===== src/svf_pkg.sv =====
// ----------------------------------------------------------------------------
// svf_pkg
// shared types, register indexes and a fixed-point constant of the sphere
// voxel fill pipeline
// ----------------------------------------------------------------------------
package svf_pkg;

  // register indexes of the configuration port
  localparam logic [2:0] REG_CENTRE_X  = 3'd0;
  localparam logic [2:0] REG_CENTRE_Y  = 3'd1;
  localparam logic [2:0] REG_CENTRE_Z  = 3'd2;
  localparam logic [2:0] REG_RADIUS_SQ = 3'd3;
  localparam logic [2:0] REG_INV_RSQ   = 3'd4;
  localparam logic [2:0] REG_GRADED    = 3'd5;
  localparam logic [2:0] REG_PEAK      = 3'd6;

  // 1.0 in q1.12
  localparam logic [12:0] ONE_Q12 = 13'd4096;

  typedef struct packed {
    logic [6:0] voxel_x;
    logic [6:0] voxel_y;
    logic [6:0] voxel_z;
  } svf_in_t;

  typedef struct packed {
    logic        inside_res;
    logic [20:0] voxel_index;
    logic [15:0] refractivity;
  } svf_out_t;

  typedef struct packed {
    logic [15:0] centre_x;
    logic [15:0] centre_y;
    logic [15:0] centre_z;
    logic [25:0] radius_sq;
    logic [48:0] inv_radius_sq;
    logic        graded;
    logic [15:0] peak_index;
  } svf_cfg_t;

  // beat from the distance front end to the grading back end
  typedef struct packed {
    logic        valid;
    logic [20:0] voxel_index;
    logic [31:0] dist_sq;
  } svf_dist_t;

endpackage


===== src/svf_dist.sv =====
// ----------------------------------------------------------------------------
// svf_dist
// three-stage front end: axis offsets, squares, squared distance sum; also
// forms the linear voxel index
// ----------------------------------------------------------------------------
module svf_dist #(
  parameter int GRID_WIDTH  = 128,
  parameter int GRID_HEIGHT = 128
) (
  input  logic               clk,
  input  logic               rst_n,
  input  logic               in_valid,
  input  svf_pkg::svf_in_t   in_data,
  input  svf_pkg::svf_cfg_t  cfg,
  output svf_pkg::svf_dist_t dist_o
);

  localparam logic [20:0] ROW_STEP   = 21'(GRID_WIDTH);
  localparam logic [20:0] SLICE_STEP = 21'(GRID_WIDTH * GRID_HEIGHT);

  // |coord*16 - centre|, exact in 17 bits, magnitude fits 16
  function automatic logic [15:0] axis_mag(input logic [6:0] coord, input logic [15:0] ctr);
    logic [16:0] diff;
    logic [16:0] neg;
    diff = {6'b0, coord, 4'b0} - {ctr[15], ctr};
    neg  = 17'd0 - diff;
    return diff[16] ? neg[15:0] : diff[15:0];
  endfunction

  // stage 1
  logic        v1_r;
  logic [15:0] mx_r, my_r, mz_r;
  logic [20:0] lin1_r;
  logic [20:0] lin_nxt;
  // stage 2
  logic        v2_r;
  logic [31:0] sx_r, sy_r, sz_r;
  logic [20:0] lin2_r;
  // stage 3
  logic        v3_r;
  logic [31:0] dist3_r;
  logic [20:0] lin3_r;
  logic [31:0] dist_nxt;

  assign lin_nxt = 21'(in_data.voxel_x) + 21'(in_data.voxel_y) * ROW_STEP
                 + 21'(in_data.voxel_z) * SLICE_STEP;
  assign dist_nxt = sx_r + sy_r + sz_r;

  always_ff @(posedge clk) begin
    if (!rst_n) begin
      v1_r <= 1'b0;
      v2_r <= 1'b0;
      v3_r <= 1'b0;
    end else begin
      v1_r <= in_valid;
      v2_r <= v1_r;
      v3_r <= v2_r;
    end
  end

  always_ff @(posedge clk) begin
    mx_r    <= axis_mag(in_data.voxel_x, cfg.centre_x);
    my_r    <= axis_mag(in_data.voxel_y, cfg.centre_y);
    mz_r    <= axis_mag(in_data.voxel_z, cfg.centre_z);
    lin1_r  <= lin_nxt;
    sx_r    <= 32'(mx_r) * 32'(mx_r);
    sy_r    <= 32'(my_r) * 32'(my_r);
    sz_r    <= 32'(mz_r) * 32'(mz_r);
    lin2_r  <= lin1_r;
    dist3_r <= dist_nxt;
    lin3_r  <= lin2_r;
  end

  assign dist_o.valid       = v3_r;
  assign dist_o.voxel_index = lin3_r;
  assign dist_o.dist_sq     = dist3_r;

endmodule


===== config.mk =====
export PLATFORM = sky130hd
export DESIGN_NAME = svf_dist
export DESIGN_NICKNAME = d
export VERILOG_FILES = /design/src/svf_pkg.sv /design/src/svf_dist.sv
export SDC_FILE = /design/constraint.sdc
export NUM_CORES = 2
export LEC_CHECK = 0
export BUFFER_PORTS_ARGS = -buffer_cell sky130_fd_sc_hd__buf_2
export CORE_MARGIN = 3
export CORE_UTILIZATION = 60
export CTS_CLUSTER_SIZE = 25
export DETAILED_ROUTE_END_ITERATION = 8
export PLACE_DENSITY = 0.91
export SYNTH_ARGS = -nofsm -noshare
export SYNTH_HDL_FRONTEND = slang
export SYNTH_SLANG_ARGS = --single-unit

===== constraint.sdc =====
create_clock -name clk -period 8.3 [get_ports clk]
set_input_delay 1.66 -clock clk [delete_from_list [all_inputs] [get_ports clk]]
set_output_delay 1.66 -clock clk [all_outputs]
set_load 0.02 [all_outputs]

Word level (Yosys, flattened, before mapping)
Index checks and enable logic that the tools add are counted.
{"block": "classes", "addsub": 10, "mul": 3, "muxes": 3}
{"op": "16-bit by 16-bit multiplier with 32-bit output", "count": 3}
{"op": "32-bit adder", "count": 2}
{"op": "12-bit by 16-bit subtractor with 17-bit output", "count": 3}
{"op": "16-bit two-way mux", "count": 3}
{"op": "1-bit by 16-bit subtractor with 16-bit output, first input constant", "count": 3}
{"op": "15-bit by 21-bit adder with 21-bit output", "count": 1}
{"op": "7-bit by 14-bit adder with 15-bit output", "count": 1}
{"block": "word_totals", "reg_bits": 242, "word_cells": 29, "output_inout_bits": 54, "in_bits": 164}

Longest topological paths before layout
{"block": "depth", "depth_word": 3, "ltp_mapped": 24, "ltp_nobuf": 23}

Worst setup path after synthesis
Ideal clock, no wire load.
{"block": "synth_timing", "path_kind": "register -> register", "start": "reg my_r[14]", "end": "reg sy_r[25]", "stages_incl_launch_ff": 22, "n_path_buf": 2, "required_ps": 8205, "arrival_time_ps": 6004, "path_slack_ps": 2201, "synth_period_minus_slack_ps": 6099, "setup_ps": 95, "path_cell_list": "dfxtp_1 -> clkbuf_1 -> clkbuf_1 -> nand2_1 -> fa_1 -> fa_1 -> inv_1 -> fa_1 -> fa_1 -> fa_1 -> inv_1 -> fa_1 -> inv_1 -> ha_1 -> and3_1 -> and3_1 -> a211o_1 -> o21bai_1 -> o31ai_4 -> o21ai_1 -> o31a_1 -> o311ai_1"}
{"block": "synth_between", "elab_chain_len": 1}
{"item": "from (decl)", "line": "svf_dist.sv:32", "text": "logic [15:0] mx_r, my_r, mz_r;"}
{"item": "from (signal assigned)", "line": "svf_dist.sv:63", "text": "my_r <= axis_mag(in_data.voxel_y, cfg.centre_y);"}
{"item": "16-bit by 16-bit multiplier with 32-bit output", "line": "svf_dist.sv:67", "text": "sy_r <= 32'(my_r) * 32'(my_r);"}
{"item": "to (signal assigned)", "line": "svf_dist.sv:67"}
{"item": "to (decl)", "line": "svf_dist.sv:37", "text": "logic [31:0] sx_r, sy_r, sz_r;"}
No other way between the ends.
A chain may end at the register's enable or synchronous reset.

Worst setup path after layout
{"block": "layout_timing", "start": "reg mx_r[3]", "end": "reg sx_r[30]"}
{"block": "layout_between", "elab_chain_len": 1}
{"item": "from (decl)", "line": "svf_dist.sv:32"}
{"item": "from (signal assigned)", "line": "svf_dist.sv:62", "text": "mx_r <= axis_mag(in_data.voxel_x, cfg.centre_x);"}
{"item": "16-bit by 16-bit multiplier with 32-bit output", "line": "svf_dist.sv:66", "text": "sx_r <= 32'(mx_r) * 32'(mx_r);"}
{"item": "to (signal assigned)", "line": "svf_dist.sv:66"}
{"item": "to (decl)", "line": "svf_dist.sv:37"}
No other way between the ends.

==> impl_metrics.ini <==
[synthesis]
synth_flop_cell = dfxtp_1
seq_area_frac_synth_pct = 15.1
syn_inst = 3433
synth_edf_count = 0
synth_area_per_cell_um2 = 9.21
async_reset_ff_share_pct = 0
synth_area_leader_cell = fa_1
yosysWarnings = 0
yosys.area.top_type_share_pct = 32.8
ys_types = 91
synth_area_um2 = 31600
synthTopCellsByArea = fa_1 (33%), dfxtp_1 (15%), ha_1 (14%), inv_1 (9.7%), xnor2_1 (3.7%)
yosys_register_bits = 239

[clock_tree]
cts.sinks = 239
numCtsBuffers = 28
ctsResizeCount = 0
htreeDepth = 1
cts_buffer_depth = 3
cts_root_buf = clkbuf_16
cts_setup_buffers = 0
clk_pin_slew_ns = 0.07
insertion_delay_ns = 0.57
cts_tree = yes
holdBufCountCts = 0

[placement]
pre_cts_ws_ns = 1.43
dp_hpwl_um = 56800
numPortBuffers = 125
place.gp.congestion = 0.938

[detailed_routing]
vias = 23600
wl_per_cell_um = 16.6
drtIter0Drc = 1714
wl_um = 70200
drc = 0
ant_nets = 0
first_pass_iters = 5
via_per_inst = 5.58

[timing]
relSlewSlack_pct = 41.0
period_minus_slack_ns = 7.04
maxSlewViolCount = 0
worst_slack_ns = 1.26
whs_ns = 0.326
hold_viol = 0
setup_viol = 0
worst_pin_slew_ns = 0.884
rsz0062_at_grt = no
finClkSkew_ns = 0.0204
fin_tns_setup_ns = 0
fmaxAchievable_ghz = 0.142
post-route-period-util_pct = 84.8

[run]
drv_cap = 0

[worst_setup_path]
crit_chain = inv_1 -> nor2_1 -> ha_1 -> xor2_1 -> fa_1 -> inv_1 -> fa_1 -> fa_1 -> fa_1 -> inv_1 -> fa_1 -> inv_1 -> ha_1 -> nand3_1 -> nor2_1 -> a221oi_1 -> o21ai_1 -> a2111oi_2 -> nor4_1 -> o41ai_1 -> xnor2_1
ff2ff_path_depth = 21
reg2reg_from = mx_r[3]
cp_top_family = adder cells
cp_slowest_cell = dfxtp_1
crit_arrival_ns = 7.50
max_stage_delay_ns = 0.75
start_kind = flip-flop
setup.worst_path.class = reg2reg
worst_ep_required_time_ns = 8.76
r2r_slack_ns = 1.26
worst_r2r_endpoint = sx_r[30]
cp-end-kind = flip-flop
cp.buffers_inverters = 4
crit_top_cell = fa_1
crit_fanout = 13

[floorplan]
ios = 218
die_w_um = 236
start_util_pct = 61.1
core_area_um2 = 51700
rows = 83
die-height_um = 236
die-area_um2 = 55500

[grt]
track_usage_pct = 25.7
grt_overflow = 0
grt_first_pass_wirelength_um = 119000
antenna_found_initial = 0
grt_max_degree = 21
grt_pass1_vias = 25400

[layout]
final_common_cell = inv_1
nNetsFinal = 4566
final_cell_mix = inv_1 (814), fa_1 (518), ha_1 (358), nand2_1 (278), dfxtp_1 (239)
multiInputGateArea_um2 = 23500
drive_gt1_share_pct = 6.43
area_growth_pct = 7.25
antenna_cells = 0
n_fill_cell = 3840
seq_area_um2 = 4780

[min_path]
min_path_type = reg2reg
hold_path_depth = 0
holdCritStartpoint = lin2_r[1]
holdPathEnd = lin3_r[1]

[run_status]
status = finished clean
-- layout make-up --
| class | instances | share of cell area, % |
|---|---|---|
| repair buffers | 133 | 2.02 |
| clock buffers | 31 | 2.19 |
| clock inverters | 20 | 0.831 |
| multi-input cells | 2310 | 69.3 |
| inverters | 814 | 9.01 |
| well taps | 680 | 2.51 |
| flip-flops and latches | 239 | 14.1 |
-- worst max-delay path by stage --
stage	start	endpoint	cells after the start
global route	mx_r[3]	sx_r[30]	21
detailed placement	mx_r[3]	sx_r[30]	21
global placement	my_r[2]	sy_r[25]	21
floorplan	my_r[14]	sy_r[25]	21
CTS	mx_r[3]	sx_r[30]	21
finish	mx_r[3]	sx_r[30]	21
-- through the flow --
step                      cell area (µm²)  util (%)  instances
final                               33900      65.5       4227
after global routing                33900      65.5       4227
after CTS                           33900      65.5       4227
after detailed placement            32900      63.6       4176
after global placement              32900      63.6       4176
after floorplan                     31600         -       3435
-- logic make-up (layout without fill, tap and decap cells) --
kind of cell / count (synthesis) / in the layout / share of synthesized area (%)
and+or+nand+nor: 771 / 771 / 11.8
muxes: 10 / 10 / 0.336
other: 1 / 3 / 0.0119
xor gates and xnor gates: 192 / 192 / 5.32
adders and majority gates: 876 / 876 / 47.0
buffers and inverters: 886 / 998 / 10.5
DFF: 239 / 239 / 15.1
AOI/OAI and AO/OA: 458 / 458 / 9.87
-- state kept, by name, indices dropped and copies added (netlist names) --
signal / flops
lin2_r: 21
mz_r: 16
v3_r: 1
my_r: 16
mx_r: 16
lin3_r: 21
v2_r: 1
sy_r: 31
lin1_r: 21
dist3_r: 32
sz_r: 31
v1_r: 1
sx_r: 31
-- per-layer routing --
metal	vias up	GRT usage [%]	routed length, µm
li1	10900	-	-
met2	874	45.1	34700
met3	213	3.33	4970
met1	11600	32.5	27700
met5	-	0	0
met4	0	10.1	2840
-- Yosys cell counts, types with 58 or more instances --
library cell / number
dfxtp_1: 239
clkbuf_1: 68
nand2_1: 278
ha_1: 358
a21o_1: 60
inv_1: 814
nor2_1: 165
xor2_1: 58
and2_1: 128
a21oi_1: 127
fa_1: 518
xnor2_1: 134
Power is not shown: default switching activity piles up to over one toggle a cycle in this logic, so the estimate is an artifact.
