**src/svf_pkg.sv**
```systemverilog
// ----------------------------------------------------------------------------
// svf_pkg
// shared types, register indexes and a fixed-point constant of the sphere
// voxel fill pipeline
// ----------------------------------------------------------------------------
package svf_pkg;

  // register indexes of the configuration port
  localparam logic [2:0] REG_CENTRE_X  = 3'd0;
  localparam logic [2:0] REG_CENTRE_Y  = 3'd1;
  localparam logic [2:0] REG_CENTRE_Z  = 3'd2;
  localparam logic [2:0] REG_RADIUS_SQ = 3'd3;
  localparam logic [2:0] REG_INV_RSQ   = 3'd4;
  localparam logic [2:0] REG_GRADED    = 3'd5;
  localparam logic [2:0] REG_PEAK      = 3'd6;

  // 1.0 in q1.12
  localparam logic [12:0] ONE_Q12 = 13'd4096;

  typedef struct packed {
    logic [6:0] voxel_x;
    logic [6:0] voxel_y;
    logic [6:0] voxel_z;
  } svf_in_t;

  typedef struct packed {
    logic        inside_res;
    logic [20:0] voxel_index;
    logic [15:0] refractivity;
  } svf_out_t;

  typedef struct packed {
    logic [15:0] centre_x;
    logic [15:0] centre_y;
    logic [15:0] centre_z;
    logic [25:0] radius_sq;
    logic [48:0] inv_radius_sq;
    logic        graded;
    logic [15:0] peak_index;
  } svf_cfg_t;

  // beat from the distance front end to the grading back end
  typedef struct packed {
    logic        valid;
    logic [20:0] voxel_index;
    logic [31:0] dist_sq;
  } svf_dist_t;

endpackage

```
**src/svf_grade.sv**
```systemverilog
// ----------------------------------------------------------------------------
// svf_grade
// three-stage back end: radius compare and reciprocal products, ratio
// saturation, index blend into the output register
// ----------------------------------------------------------------------------
module svf_grade (
  input  logic               clk,
  input  logic               rst_n,
  input  svf_pkg::svf_dist_t dist_i,
  input  svf_pkg::svf_cfg_t  cfg,
  output logic               out_strobe,
  output svf_pkg::svf_out_t  out_data
);

  // stage 4
  logic        v4_r, in4_r;
  logic [56:0] ph_r;
  logic [55:0] pl_r;
  logic [20:0] lin4_r;
  // stage 5
  logic        v5_r, in5_r;
  logic [12:0] q5_r;
  logic [20:0] lin5_r;
  logic [57:0] qsum;
  logic [45:0] qraw;
  logic [12:0] q_nxt;
  // stage 6
  logic        v6_r;
  svf_pkg::svf_out_t out_r;
  svf_pkg::svf_out_t out_nxt;
  logic [12:0] w;
  logic [28:0] acc;

  // ratio d/r^2 in q.12, clamped at 1.0
  assign qsum  = {1'b0, ph_r} + 58'(pl_r[55:24]);
  assign qraw  = qsum[57:12];
  assign q_nxt = (qraw > 46'(svf_pkg::ONE_Q12)) ? svf_pkg::ONE_Q12 : qraw[12:0];

  // peak*w + 1.0*(1.0-w), with 1.0-w == q
  assign w   = svf_pkg::ONE_Q12 - q5_r;
  assign acc = 29'(cfg.peak_index) * 29'(w) + {4'b0, q5_r, 12'b0};

  always_comb begin
    out_nxt.inside_res  = in5_r;
    out_nxt.voxel_index = lin5_r;
    if (!in5_r) begin
      out_nxt.refractivity = 16'd0;
    end else if (cfg.graded) begin
      out_nxt.refractivity = acc[27:12];
    end else begin
      out_nxt.refractivity = cfg.peak_index;
    end
  end

  always_ff @(posedge clk) begin
    if (!rst_n) begin
      v4_r <= 1'b0;
      v5_r <= 1'b0;
      v6_r <= 1'b0;
    end else begin
      v4_r <= dist_i.valid;
      v5_r <= v4_r;
      v6_r <= v5_r;
    end
  end

  always_ff @(posedge clk) begin
    in4_r  <= dist_i.dist_sq <= {6'b0, cfg.radius_sq};
    ph_r   <= 57'(dist_i.dist_sq) * 57'(cfg.inv_radius_sq[48:24]);
    pl_r   <= 56'(dist_i.dist_sq) * 56'(cfg.inv_radius_sq[23:0]);
    lin4_r <= dist_i.voxel_index;
    in5_r  <= in4_r;
    q5_r   <= q_nxt;
    lin5_r <= lin4_r;
    out_r  <= out_nxt;
  end

  assign out_strobe = v6_r;
  assign out_data   = out_r;

endmodule

```
**config.mk**
```make
export PLATFORM = sky130hd
export DESIGN_NAME = svf_grade
export DESIGN_NICKNAME = d
export VERILOG_FILES = /design/src/svf_pkg.sv /design/src/svf_grade.sv
export SDC_FILE = /design/constraint.sdc
export NUM_CORES = 2
export LEC_CHECK = 0
export BUFFER_PORTS_ARGS = -buffer_cell sky130_fd_sc_hd__buf_4
export CAP_MARGIN = 5
export CORE_ASPECT_RATIO = 0.8
export CORE_MARGIN = 2
export CORE_UTILIZATION = 35
export CTS_BUF_LIST = sky130_fd_sc_hd__clkbuf_4
export DETAILED_ROUTE_END_ITERATION = 10
export PLACE_DENSITY = 0.62
export SETUP_SLACK_MARGIN = 0.1
export SLEW_MARGIN = 10
export SYNTH_ARGS = -nofsm -noshare
export SYNTH_HDL_FRONTEND = slang
export SYNTH_SLANG_ARGS = --single-unit
```
**constraint.sdc**
```tcl
create_clock -name clk -period 20.2 [get_ports clk]
set_input_delay 1.01 -clock clk [delete_from_list [all_inputs] [get_ports clk]]
set_output_delay 1.01 -clock clk [all_outputs]
set_load 0.05 [all_outputs]
```
# After elaboration in Yosys (flattened, before gate mapping)
# Cells that the tools add are included.
[op_classes]
n_lt_le_gt_ge = 2
n_addsub = 3
n_mul = 3
n_mux = 1
[op_table]
columns = ["operator", "count"]
rows = [
  ["adder 57 x 32 -> 58 bit", 1],
  ["multiplier 32 x 25 -> 57 bit", 1],
  ["multiplier 32 x 24 -> 56 bit", 1],
  ["> comparator 46 x 13 -> 1 bit, second input constant", 1],
  ["less-or-equal comparator 32 x 26 -> 1 bit", 1],
  ["adder 28 x 25 -> 28 bit", 1],
  ["multiplier 16 x 13 -> 28 bit", 1],
  ["2-to-1 mux 16 bit", 1],
  ["subtractor 13 bit, first input constant", 1],
]
[totals]
ff_bits = 211
in_bits = 196
word_cells = 22
out_inout_bits = 39

# Depth between registers and ports, before layout
[depth]
depth_word = 4
depth_mapped = 30

# Least setup slack after synthesis
# Ideal clock, no wire load.
[synth_timing]
path_kind = "input to register"
startpoint = "input dist_i[20] in the netlist's numbering"
endpoint = "register ph_r[55]"
cell_stages = 27
t_arrival_ps = 7693
path_slack_ps = 12434
n_path_buf = 2
t_required_ps = 20128
cell_sequence = "clkbuf_1 -> clkbuf_1 -> nand2_1 -> fa_1 -> inv_1 -> fa_1 -> fa_1 -> inv_1 -> fa_1 -> inv_1 -> fa_1 -> fa_1 -> inv_1 -> fa_1 -> inv_1 -> ha_1 -> a21o_1 -> a21o_1 -> a21oi_1 -> o21ai_0 -> and3_1 -> a41oi_2 -> a21oi_1 -> a41o_1 -> or4_1 -> a31oi_1 -> xnor2_1"
[synth_via]
elab_chain_len = 1
[synth_lines]
columns = ["item", "line", "source"]
rows = [
  ["start, declared", "svf_grade.sv:9", "input svf_pkg::svf_dist_t dist_i,"],
  ["multiplier 32 x 25 -> 57 bit", "svf_grade.sv:69", "ph_r <= 57'(dist_i.dist_sq) * 57'(cfg.inv_radius_sq[48:24]);"],
  ["end signal, assigned", "svf_grade.sv:69", ""],
  ["end, declared", "svf_grade.sv:17", "logic [56:0] ph_r;"],
]
# Every way passes these cells.
# A chain may end at the register's enable or synchronous reset.

# Worst setup path in the final report
[layout_timing]
startpoint = "register q5_r[0]"
endpoint = "register out_r (netlist bit out_data[15])"
[layout_via]
elab_chain_len = 4
[layout_lines]
columns = ["item", "line", "source"]
rows = [
  ["start, declared", "svf_grade.sv:22", "logic [12:0] q5_r;"],
  ["start signal, assigned", "svf_grade.sv:73", "q5_r <= q_nxt;"],
  ["subtractor 13 bit", "svf_grade.sv:40", "assign w = svf_pkg::ONE_Q12 - q5_r;"],
  ["multiplier 16 x 13 -> 28 bit", "svf_grade.sv:41", "assign acc = 29'(cfg.peak_index) * 29'(w) + {4'b0, q5_r, 12'b0};"],
  ["adder 28 x 25 -> 28 bit *", "svf_grade.sv:41", ""],
  ["2-to-1 mux 16 bit *", "svf_grade.sv:48", "end else if (cfg.graded) begin"],
  ["end signal, assigned", "svf_grade.sv:75", "out_r <= out_nxt;"],
  ["end, declared", "svf_grade.sv:29", "svf_pkg::svf_out_t out_r;"],
]
# Mark *: on every way between the ends. The rest lies on a longest branch, timed or not.

==> results.md <==
* Final #Nets at 9033
* Critical Path End Type: register
* Most used cell, CP: fa_1
* Global-route wire length before repair at 283 mm
* Cell area after synthesis at 0.0626 mm²
* Yosys top cell area share at 48.3%
* Synth cell types at 87
* ANT nets after route at 0
* Root buf cell: clkbuf_4
* Layout cell share with drive strength beyond 1 at 4.20%
* DR WL/cell at 19.2 µm
* Worst Hold Class: in -> reg
* Cell area after layout at 0.0662 mm²
* Worst Path Class, Setup: reg -> reg
* Skew final at 0.0389 ns
* Setup_tns at 0 ns
* DRT Pass-1 Iters at 5
* Die height at 382 µm
* Number of port buffers at 186
* CTS tree: built
* Initial DRC count at 3305
* Finished Layout Cells at 9230
* Total CTS buffers at 17
* Minimum clock period at 8.77 ns
* Synth warn at 0
* # DRC at 0
* #FFs+latches synth at 187
* Top-count cell post-synth: inv_1
* GR Util All Layers at 20.0%
* Area delta synth->final at 5.79%
* Rel. slew slack at 28.4%
* Number of max-cap violations at 0
* Crit path arrival time at 9.57 ns
* Post-synth top area cell: fa_1
* EDFF count, synth at 0
* Total grt overflow at 0
* Skew-Pair Late Insertion Delay at 0.91 ns
* Max Clk Rate at 114 MHz
* Worst-path clk slew at 0.21 ns
* Placed Cells incl. Taps at 9178
* Top cells by area, synth: fa_1, ha_1, inv_1, nand2_1, and2_1
* CTS max path bufs at 2
* Final core occ at 37.3%
* Commonest cells in the netlist: inv_1, fa_1, nand2_1
* Slowest-stage cell, CP: and2_0
* Clock sinks at 187
* Synth async-reset ratio at 0%
* H-Tree Depth at 4
* Die area at 0.182 mm²
* Initial antenna violation count at 17
* Chip width at 477 µm
* Post-cts repair resize count at 0
* Fillers at 17930
* Worst Tran Pin Value at 1.07 ns
* Vias per std cell at 4.99
* Routed WL at 177 mm
* Core Area at 0.177 mm²
* Largest net degree at the start of global routing at 51
* Seq/Total Area, Yosys at 5.98%
* Syn avg cell area at 9.00 µm²
* Final number of setup-violating endpoints at 0
* Data required time of the worst path at 21.00 ns
* Hold Fails Final Rpt at 0
* Dpl hpwl at 130 mm
* Initial Utilization at 35.3%
* Unrepaired setup endpoints after global routing: no
* Crit Path Max Fanout at 18
* Vias at 46054
* Critical Path Start Type: register
* I/O Pins at 235
* Final Cycle Share at 43.4%
* Syn nets at 9160
* GPL Wtd Cong at 0.898
* Placed inst area at 0.0658 mm²
* Final Max Tran Viols at 0
* Row count at 138
* CP max stage delay at 0.87 ns
* Status: completed
* Top_reg_cell synth: dfxtp_1
* Vias in the first global route at 49465
* Mapped Cells at 6952
==> stage by stage <==
| stage | hold slack (ns) | setup WS, ns |
|---|---|---|
| floorplan | 0.310 | 12.43 |
| global placement | 0.310 | 11.21 |
| detailed placement | 0.312 | 11.16 |
| CTS | 0.000386 | 11.44 |
| global route | 0.0554 | 11.03 |
| finish | 0.179 | 11.43 |
==> worst paths after layout <==
check | to | depth (start not counted) | slack [ns] | startpoint
setup / recovery | out_data[15] | 25 | 11.43 | q5_r[0]
hold / removal | lin4_r[18] | 1 | 0.18 | dist_i[50]
setup reg to reg | out_data[15] | 25 | 11.43 | q5_r[0]
hold reg to reg | out_data[36] | 0 | 0.35 | lin5_r[20]
==> flip-flops by register name (all words and copies together), names as in the netlist <==
| name | cells |
|---|---|
| in5_r | 1 |
| lin4_r | 21 |
| v5_r | 1 |
| v4_r | 1 |
| q5_r | 13 |
| out_strobe | 1 |
| pl_r | 32 |
| out_data | 38 |
| lin5_r | 21 |
| in4_r | 1 |
| ph_r | 57 |
==> worst max-delay path, delay by kind of cell, from the launching register on <==
| family | cells | cell delay, ns |
|---|---|---|
| compound gates | 9 | 2.54 |
| xor+xnor | 1 | 0.14 |
| fa+ha+maj | 7 | 3.33 |
| buf+inv | 3 | 0.15 |
| flops | 1 | 0.62 |
| simple gates | 5 | 1.88 |
==> cell families (layout without fill, tap and decap cells) <==
kind of cell | count (synthesis) | after routing | synth area share (%)
DFF | 187 | 187 | 5.98
and+or+nand+nor | 2168 | 2168 | 16.7
xor gates and xnor gates | 129 | 129 | 1.81
adders and majority gates | 2012 | 2012 | 58.3
muxes | 18 | 18 | 0.296
other | 0 | 12 | 0
buffers and inverters | 2000 | 1886 | 12.1
AOI/OAI and AO/OA | 438 | 438 | 4.79
==> layout by cell type (no fill, tap or decap), drive strengths merged, types with 26 or more instances in the layout <==
cell type	Yosys	final
inv	1640	1647
fa	1509	1509
nand2	1169	1169
and2	697	697
ha	503	503
buf	14	206
dfxtp	187	187
a21oi	115	115
a21o	92	92
xnor2	89	89
nor2	83	83
o21ai	63	63
nand4	46	46
xor2	40	40
nor3	38	38
nor2b	30	30
o21a	27	27
nand3	26	26
==> final cells by class <==
class                      instances  area [µm²]  area share (%)
multi-input combinational       4765       51400            77.6
clock buffer                      17         128           0.193
sequential                       187        3740            5.65
antenna                           12        30.0          0.0454
tap                             2380        2980            4.50
inverter                        1640        6160            9.30
clock inverter                    15         193           0.291
timing repair buffer             214        1630            2.46
==> metal layers <==
layer / share of wire [%] / GRT usage (%) / vias to the layer above / wire length [µm]
li1: - / - / 20068 / -
met1: 43 / 27.8 / 23746 / 76800
met2: 44 / 30.7 / 1955 / 78300
met3: 9.8 / 5.53 / 267 / 17400
met4: 2.7 / 5.30 / 18 / 4760
met5: 0.061 / 0 / - / 108
==> timing repair <==
| action | 4_1_cts | 5_1_grt |
|---|---|---|
| hold buffers | 8 | 0 |
| hold endpoints to repair | 8 | 0 |
| buffers inserted | 0 | 0 |
Power is left out: the tool's default activity adds up to more than one toggle a clock period on the data nets, which glitch-free logic cannot reach.
